==> src/sv/mbps_pkg.sv <==
`timescale 1ns / 1ps
// ----------------------------------------------------------------------------
// mbps_pkg
// Shared constants, types and register codes for the masked byte pattern
// scan unit.
// ----------------------------------------------------------------------------
package mbps_pkg;

    // Longest signature and longest scanned range, in bytes.
    localparam int PATTERN_MAX = 32;
    localparam int MAX_SCAN    = 1024 * 1024;

    // Field and register widths.
    localparam int BYTE_W    = 8;
    localparam int LEN_W     = 6;
    localparam int MASK_W    = 32;
    localparam int WORD_W    = 64;
    localparam int PAT_WORDS = 4;
    localparam int PAT_W     = PAT_WORDS * WORD_W;
    localparam int WIN_W     = PATTERN_MAX * BYTE_W;
    localparam int SEEN_W    = $clog2(MAX_SCAN + 1);
    localparam int OFFSET_W  = 20;
    localparam int STATUS_W  = 2;
    localparam int CFG_IDX_W = 3;

    // Configuration register indexes.
    typedef enum logic [CFG_IDX_W-1:0] {
        CFG_PATTERN_LENGTH = 3'd0,
        CFG_EXACT_MASK     = 3'd1,
        CFG_PATTERN_WORD_0 = 3'd2,
        CFG_PATTERN_WORD_1 = 3'd3,
        CFG_PATTERN_WORD_2 = 3'd4,
        CFG_PATTERN_WORD_3 = 3'd5
    } t_cfg_idx;

    // Result status codes.
    typedef enum logic [STATUS_W-1:0] {
        ST_FOUND      = 2'd0,
        ST_NOT_FOUND  = 2'd1,
        ST_TOO_SMALL  = 2'd2,
        ST_BAD_LENGTH = 2'd3
    } t_status;

    // Current configuration as seen by the datapath.
    typedef struct packed {
        logic [LEN_W-1:0]  pattern_length;
        logic [MASK_W-1:0] exact_mask;
        logic [PAT_W-1:0]  pattern;
    } t_cfg;

endpackage

==> src/sv/mbps_cfg_regs.sv <==
`timescale 1ns / 1ps
// ----------------------------------------------------------------------------
// mbps_cfg_regs
// Configuration register file: pattern length, exact mask and the four
// signature words. Writes are always accepted; unknown indexes are ignored.
// ----------------------------------------------------------------------------
module mbps_cfg_regs (
    input  logic                                 i_clk,
    input  logic                                 i_rst_n,
    input  logic                                 i_cfg_valid,
    output logic                                 o_cfg_ready,
    input  logic [mbps_pkg::CFG_IDX_W-1:0]       i_cfg_index,
    input  logic [mbps_pkg::WORD_W-1:0]          i_cfg_data,
    output mbps_pkg::t_cfg                       o_cfg
);

    mbps_pkg::t_cfg r_cfg;

    assign o_cfg_ready = 1'b1;
    assign o_cfg       = r_cfg;

    // Register writes, decoded by index.
    always_ff @(posedge i_clk) begin
        if (!i_rst_n) begin
            r_cfg <= '0;
        end else if (i_cfg_valid) begin
            unique case (i_cfg_index)
                mbps_pkg::CFG_PATTERN_LENGTH: begin
                    r_cfg.pattern_length <= i_cfg_data[mbps_pkg::LEN_W-1:0];
                end
                mbps_pkg::CFG_EXACT_MASK: begin
                    r_cfg.exact_mask <= i_cfg_data[mbps_pkg::MASK_W-1:0];
                end
                mbps_pkg::CFG_PATTERN_WORD_0: begin
                    r_cfg.pattern[0*mbps_pkg::WORD_W +: mbps_pkg::WORD_W] <= i_cfg_data;
                end
                mbps_pkg::CFG_PATTERN_WORD_1: begin
                    r_cfg.pattern[1*mbps_pkg::WORD_W +: mbps_pkg::WORD_W] <= i_cfg_data;
                end
                mbps_pkg::CFG_PATTERN_WORD_2: begin
                    r_cfg.pattern[2*mbps_pkg::WORD_W +: mbps_pkg::WORD_W] <= i_cfg_data;
                end
                mbps_pkg::CFG_PATTERN_WORD_3: begin
                    r_cfg.pattern[3*mbps_pkg::WORD_W +: mbps_pkg::WORD_W] <= i_cfg_data;
                end
                default: begin
                end
            endcase
        end
    end

endmodule

==> src/sv/mbps_window.sv <==
`timescale 1ns / 1ps
// ----------------------------------------------------------------------------
// mbps_window
// Shift line of the most recent bytes. Presents the window that includes the
// incoming byte, realigned so that signature byte i lines up with entry i.
// ----------------------------------------------------------------------------
module mbps_window (
    input  logic                              i_clk,
    input  logic                              i_shift,
    input  logic [mbps_pkg::BYTE_W-1:0]       i_byte,
    input  logic [mbps_pkg::LEN_W-1:0]        i_pattern_length,
    output logic [mbps_pkg::WIN_W-1:0]        o_aligned
);

    // Entry k holds the byte taken k items ago.
    logic [mbps_pkg::WIN_W-1:0] r_window;
    logic [mbps_pkg::WIN_W-1:0] n_window;
    logic [mbps_pkg::WIN_W-1:0] w_reversed;
    logic [mbps_pkg::LEN_W-1:0] w_skip;

    assign n_window = {r_window[mbps_pkg::WIN_W-mbps_pkg::BYTE_W-1:0], i_byte};

    // Oldest byte first, so that the window start sits at entry PATTERN_MAX-len.
    always_comb begin
        for (int j = 0; j < mbps_pkg::PATTERN_MAX; j++) begin
            w_reversed[j*mbps_pkg::BYTE_W +: mbps_pkg::BYTE_W] =
                n_window[(mbps_pkg::PATTERN_MAX-1-j)*mbps_pkg::BYTE_W +: mbps_pkg::BYTE_W];
        end
    end

    // Drop the unused older bytes; only meaningful for a valid length.
    assign w_skip    = mbps_pkg::LEN_W'(mbps_pkg::PATTERN_MAX) - i_pattern_length;
    assign o_aligned = w_reversed >> {w_skip, 3'b000};

    // Shift line, advanced once per counted item.
    always_ff @(posedge i_clk) begin
        if (i_shift) begin
            r_window <= n_window;
        end
    end

endmodule

==> src/sv/mbps_sig_cmp.sv <==
`timescale 1ns / 1ps
// ----------------------------------------------------------------------------
// mbps_sig_cmp
// Masked parallel compare of the aligned window against the signature.
// Positions with a clear mask bit, or beyond the pattern length, always pass.
// ----------------------------------------------------------------------------
module mbps_sig_cmp (
    input  logic [mbps_pkg::WIN_W-1:0]   i_aligned,
    input  mbps_pkg::t_cfg               i_cfg,
    output logic                         o_match
);

    logic [mbps_pkg::PATTERN_MAX-1:0] w_pass;

    // One equality per signature position, then a reduction.
    always_comb begin
        for (int i = 0; i < mbps_pkg::PATTERN_MAX; i++) begin
            w_pass[i] = !(i_cfg.exact_mask[i]
                          && (mbps_pkg::LEN_W'(i) < i_cfg.pattern_length))
                        || (i_aligned[i*mbps_pkg::BYTE_W +: mbps_pkg::BYTE_W]
                            == i_cfg.pattern[i*mbps_pkg::BYTE_W +: mbps_pkg::BYTE_W]);
        end
    end

    assign o_match = &w_pass;

endmodule

==> src/sv/masked_byte_pattern_scan_unit.sv <==
`timescale 1ns / 1ps
// A result item is taken into the input register, then registered in the result register.
// Throughput: one input item per cycle while a held result is not stalled; the masked window
// compare is a single parallel stage between the input register and the result register.
// Reset (synchronous, active low) clears the configuration, the byte count, the
// reported flag and all valid flags; no clearing pass is needed.
// ----------------------------------------------------------------------------
// masked_byte_pattern_scan_unit
// Wildcard byte signature search over a byte stream, reporting the offset of
// the first matching window, or a status at the last byte of the range.
// ----------------------------------------------------------------------------
module masked_byte_pattern_scan_unit (
    input  logic                                i_clk,
    input  logic                                i_rst_n,
    // Input items
    input  logic                                i_in_valid,
    output logic                                o_in_stall,
    input  logic [7:0]                          i_data_byte,
    input  logic                                i_last_byte,
    // Result items
    output logic                                o_out_valid,
    input  logic                                i_out_stall,
    output logic [1:0]                          o_status,
    output logic [19:0]                         o_match_offset,
    // Configuration writes
    input  logic                                i_cfg_valid,
    output logic                                o_cfg_ready,
    input  logic [mbps_pkg::CFG_IDX_W-1:0]      i_cfg_index,
    input  logic [mbps_pkg::WORD_W-1:0]         i_cfg_data
);

    mbps_pkg::t_cfg                  w_cfg;

    // Input register
    logic                            r_s1_valid;
    logic [mbps_pkg::BYTE_W-1:0]     r_s1_byte;
    logic                            r_s1_last;

    // Scan state
    logic [mbps_pkg::SEEN_W-1:0]     r_seen;
    logic                            r_reported;

    // Result register
    logic                            r_out_valid;
    mbps_pkg::t_status               r_status;
    logic [mbps_pkg::OFFSET_W-1:0]   r_offset;

    logic                            w_advance;
    logic                            w_accept;
    logic                            w_process;
    logic                            w_in_scan;
    logic                            w_len_ok;
    logic [mbps_pkg::SEEN_W-1:0]     n_seen;
    logic [mbps_pkg::SEEN_W-1:0]     w_len_ext;
    logic [mbps_pkg::SEEN_W-1:0]     w_start;
    logic [mbps_pkg::WIN_W-1:0]      w_aligned;
    logic                            w_match;
    logic                            w_hit;
    logic                            w_end_report;
    mbps_pkg::t_status               w_end_status;

    mbps_cfg_regs u_cfg_regs (
        .i_clk       (i_clk),
        .i_rst_n     (i_rst_n),
        .i_cfg_valid (i_cfg_valid),
        .o_cfg_ready (o_cfg_ready),
        .i_cfg_index (i_cfg_index),
        .i_cfg_data  (i_cfg_data),
        .o_cfg       (w_cfg)
    );

    // Handshake: the pipeline moves whenever the result register can be refilled.
    assign w_advance  = !r_out_valid || !i_out_stall;
    assign o_in_stall = r_s1_valid && !w_advance;
    assign w_accept   = i_in_valid && !o_in_stall;
    assign w_process  = r_s1_valid && w_advance;

    // Byte counting; bytes past the scan limit are neither counted nor compared.
    assign w_in_scan = r_seen < mbps_pkg::SEEN_W'(mbps_pkg::MAX_SCAN);
    assign n_seen    = w_in_scan ? r_seen + 1'b1 : r_seen;
    assign w_len_ext = mbps_pkg::SEEN_W'(w_cfg.pattern_length);
    assign w_start   = n_seen - w_len_ext;
    assign w_len_ok  = (w_cfg.pattern_length != '0)
                       && (w_cfg.pattern_length <= mbps_pkg::LEN_W'(mbps_pkg::PATTERN_MAX));

    mbps_window u_window (
        .i_clk            (i_clk),
        .i_shift          (w_process && w_in_scan),
        .i_byte           (r_s1_byte),
        .i_pattern_length (w_cfg.pattern_length),
        .o_aligned        (w_aligned)
    );

    mbps_sig_cmp u_sig_cmp (
        .i_aligned (w_aligned),
        .i_cfg     (w_cfg),
        .o_match   (w_match)
    );

    // First match in the range, and the closing status when nothing matched.
    assign w_hit        = w_in_scan && !r_reported && w_len_ok
                          && (n_seen >= w_len_ext) && w_match;
    assign w_end_report = r_s1_last && !r_reported && !w_hit;

    always_comb begin
        if (!w_len_ok) begin
            w_end_status = mbps_pkg::ST_BAD_LENGTH;
        end else if (n_seen < w_len_ext) begin
            w_end_status = mbps_pkg::ST_TOO_SMALL;
        end else begin
            w_end_status = mbps_pkg::ST_NOT_FOUND;
        end
    end

    // Input register.
    always_ff @(posedge i_clk) begin
        if (!i_rst_n) begin
            r_s1_valid <= 1'b0;
        end else if (!r_s1_valid || w_advance) begin
            r_s1_valid <= w_accept;
        end
        if (w_accept) begin
            r_s1_byte <= i_data_byte;
            r_s1_last <= i_last_byte;
        end
    end

    // Scan state; the last byte of a range starts a fresh one.
    always_ff @(posedge i_clk) begin
        if (!i_rst_n) begin
            r_seen     <= '0;
            r_reported <= 1'b0;
        end else if (w_process) begin
            if (r_s1_last) begin
                r_seen     <= '0;
                r_reported <= 1'b0;
            end else begin
                r_seen     <= n_seen;
                r_reported <= r_reported || w_hit;
            end
        end
    end

    // Result register.
    always_ff @(posedge i_clk) begin
        if (!i_rst_n) begin
            r_out_valid <= 1'b0;
        end else if (w_advance) begin
            r_out_valid <= w_process && (w_hit || w_end_report);
        end
        if (w_process && w_hit) begin
            r_status <= mbps_pkg::ST_FOUND;
            r_offset <= mbps_pkg::OFFSET_W'(w_start);
        end else if (w_process && w_end_report) begin
            r_status <= w_end_status;
            r_offset <= '0;
        end
    end

    assign o_out_valid    = r_out_valid;
    assign o_status       = r_status;
    assign o_match_offset = r_offset;

endmodule

==> config.mk <==
export PLATFORM = sky130hd
export DESIGN_NAME = masked_byte_pattern_scan_unit
export DESIGN_NICKNAME = d
export VERILOG_FILES = /design/src/sv/mbps_pkg.sv /design/src/sv/mbps_cfg_regs.sv /design/src/sv/mbps_window.sv /design/src/sv/mbps_sig_cmp.sv /design/src/sv/masked_byte_pattern_scan_unit.sv
export SDC_FILE = /design/constraint.sdc
export NUM_CORES = 2
export LEC_CHECK = 0
export BUFFER_PORTS_ARGS = -buffer_cell sky130_fd_sc_hd__buf_2
export CAP_MARGIN = 40
export CELL_PAD_IN_SITES_DETAIL_PLACEMENT = 1
export CELL_PAD_IN_SITES_GLOBAL_PLACEMENT = 2
export CORE_MARGIN = 4
export CORE_UTILIZATION = 45
export CTS_BUF_LIST = sky130_fd_sc_hd__clkbuf_8
export CTS_CLUSTER_DIAMETER = 100
export CTS_CLUSTER_SIZE = 30
export DETAILED_ROUTE_END_ITERATION = 6
export PLACE_DENSITY_LB_ADDON = 0.1
export SYNTH_ARGS = -nofsm -noshare
export SYNTH_HDL_FRONTEND = slang
export SYNTH_SLANG_ARGS = --single-unit
==> constraint.sdc <==
create_clock -name i_clk -period 46 [get_ports i_clk]
set_input_delay 9.2 -clock i_clk [delete_from_list [all_inputs] [get_ports i_clk]]
set_output_delay 9.2 -clock i_clk [all_outputs]
set_load 0.02 [all_outputs]
==> results_dict.tcl <==
set metrics [dict create \
    synthCells 4624 \
    postRouteAntennaNets 0 \
    r2r_start "u_cfg_regs.o_cfg[289]" \
    report.final.slew_viol_count 0 \
    whs_ns 0.481 \
    worst_skew_pair.late_latency_ns 0.80 \
    dr.pass1.iters 6 \
    holdCritStartpoint "u_window.r_window[236]" \
    cp-end-kind "primary output" \
    grt_max_degree 179 \
    tritoncts "yes" \
    clock_skew_ns 0.0610 \
    powerDensity_nw_per_um2 28.5 \
    reg2reg_depth 20 \
    seq_area_um2 14700 \
    fmax_mhz 53.0 \
    routed_wl_mm 216 \
    grt_pass1_vias 38900 \
    syn_to_final_growth_pct 6.85 \
    clkTransAtPathRegs_ns 0.16 \
    synth_ff_type "dfxtp_1" \
    pin_count 106 \
    cts_resized 0 \
    rsz0062_at_grt "no" \
    finalSetupViolCount 0 \
    drc 0 \
    dp.cells 5762 \
    nNetsFinal 4643 \
    crit_arrival_ns 9.67 \
    hpwl_mm 161 \
    hold_violations 0 \
    htreeDepth 2 \
    pre_cts_slack_ns 27.13 \
    r2r_slack_ns 35.99 \
    root_buffer "clkbuf_8" \
    wire_per_inst_um 37.1 \
    synth_warnings 0 \
    vias_per_cell 7.03 \
    yosysSeqAreaShare_pct 34.7 \
    fp.dieH_um 315 \
    max_cap_violations 0 \
    ys_types 101 \
    gr-total-overflow 0 \
    cellLeakagePower_nw 15.0 \
    worstPathMaxFanout 3 \
    tightest_slew_ns 1.35 \
    hold_depth 0 \
    grt_pass1_wl_mm 303 \
    setup_slack_ns 27.13 \
    worstHoldEndpoint "u_window.r_window[244]" \
    syn_nets 4715 \
    start_kind "input pin" \
    synth_edf_count 277 \
    design.die.area_um2 99200 \
    min_period_ns 18.87 \
    initial_core_util_pct 45.4 \
    hp-class "flip-flop to flip-flop" \
    drtIter0Drc 5976 \
    post_cts_buffers 0 \
    antenna_found_initial 14 \
    track_usage_pct 42.5 \
    ys_ff_latch 597 \
    fin_cells 5836 \
    slew_headroom_pct 9.69 \
    io_buffers 104 \
    tns_ns 0 \
    cts_inserted_buffers 37 \
    dieWidth_um 315 \
    finalCritPeriodShare_pct 41.0 \
    r2r_end "o_match_offset[11]" \
    globalplace.congestion 1.05 \
    cts.path.max_buffers 3 \
    vias 41000 \
    syn_area_per_cell_um2 9.17 \
    status "finished clean" \
    rows 112 \
    core_area_um2 93500 \
    worst_ep_required_time_ns 36.80 \
    critPathKind "input pin to primary output" \
    netlist_area_um2 42400 \
    cts.sinks 597 \
    cts_hold_buf 0 \
    fillers 10800 \
    ir_worst_vdd_uv 30.1 \
    async_reset_ff_share_pct 0 \
    multiInputGateArea_um2 25700 \
    layout-drive-gt1-share_pct 14.5 \
]
## Yosys cell counts, drive strengths merged (21+ instances only)
cell type  instances  area [um2]
a211oi            37         283
a21boi           300        2250
a21oi            148         748
a221oi            42         374
a22oi             61         458
a31oi             49         307
a32oi             28         245
and3              21         131
buf              197        1190
clkbuf           188         706
dfxtp            320        6410
edfxtp           277        8320
inv               64         240
mux2             120        1350
mux2i            350        3500
mux4             135        3040
nand2            866        3260
nand3             97         485
nand4             45         282
nor2             197         752
nor2b             35         219
nor3              82         448
nor3b             24         190
nor4              39         287
o211ai            48         365
o21ai            171         856
o221ai            22         193
o22ai             78         488
o32ai             22         193
xnor2            117        1020
xor2              89         787
## state kept, by name (all words and copies together) (netlist names)
signal             flops
r_seen                21
r_s1_last              1
o_match_offset        20
o_status               2
r_reported             1
r_s1_byte              8
u_cfg_regs.o_cfg     294
r_s1_valid             1
u_window.r_window    248
o_out_valid            1
## through the flow
| step | power [mW] | util (%) | cell area [um2] |
|---|---|---|---|
| 2_1_floorplan | 0.793 | - | 42400 |
| 3_3_place_gp | 0.942 | 46.8 | 43800 |
| 3_5_place_dp | 0.950 | 47.4 | 44300 |
| 4_1_cts | 1.28 | 48.4 | 45300 |
| 5_1_grt | 1.32 | 48.5 | 45300 |
| 6_report | 1.29 | 48.5 | 45300 |
## placed cells by master (no fill, tap or decap), types with 28 or more instances in the layout
master,instances
mux2i_1,350
nor3_1,74
a32oi_1,28
mux4_2,135
a21oi_1,144
nand2_1,862
a221oi_1,41
nor4_1,33
dfxtp_1,319
mux2_2,120
a31oi_1,49
a211oi_1,35
edfxtp_1,277
a21boi_0,299
buf_2,123
buf_4,131
nand3_1,93
nor2_1,188
a22oi_1,61
inv_1,65
nor2b_1,35
nand4_1,45
xnor2_1,115
o21ai_0,165
o211ai_1,47
o22ai_1,78
clkbuf_8,39
xor2_1,88
## kinds of logic after synthesis
kind of cell	share of synthesized area, %
AND/OR/NAND/NOR	16.6
AO/OA/AOI/OAI	20.4
multiplexers	18.6
flip-flops	34.7
buffers and inverters	5.06
XOR/XNOR	4.27
adder cells (fa/ha/maj)	0.313
other	0.00884
## where the power goes
part	internal, mW	switching, mW
sequential	0.575	0.0228
combinational	0.109	0.252
clock	0.102	0.232
total	0.786	0.507
## critical path, cell delays in order
cell,delay [ns]
buf_2,0.11
and3_1,0.20
buf_2,0.16
## layout make-up
class	instances	share of cell area, %
inverters	67	0.566
clock inverters	26	0.961
diodes	5	0.0276
clock buffers	38	1.15
repair buffers	274	4.49
multi-input cells	3575	56.8
flip-flops and latches	597	32.5
well taps	1254	3.46
## worst max path at each step
stage	start	endpoint	slack (ns)	cells past startpoint
floorplan	i_out_stall	u_window.r_window[0]	25.21	4
global placement	i_out_stall	o_in_stall	27.13	3
detailed placement	i_out_stall	o_in_stall	27.13	3
CTS	i_out_stall	o_in_stall	27.13	3
global route	i_out_stall	o_in_stall	27.10	3
finish	i_out_stall	o_in_stall	27.13	3
## layer usage
layer	routed length [um]	global-route usage, %
met5	46	0
met2	88300	60.8
met1	86300	56.6
met4	18200	28.3
met3	23700	10.9
Power figures use the tool's default switching activity.
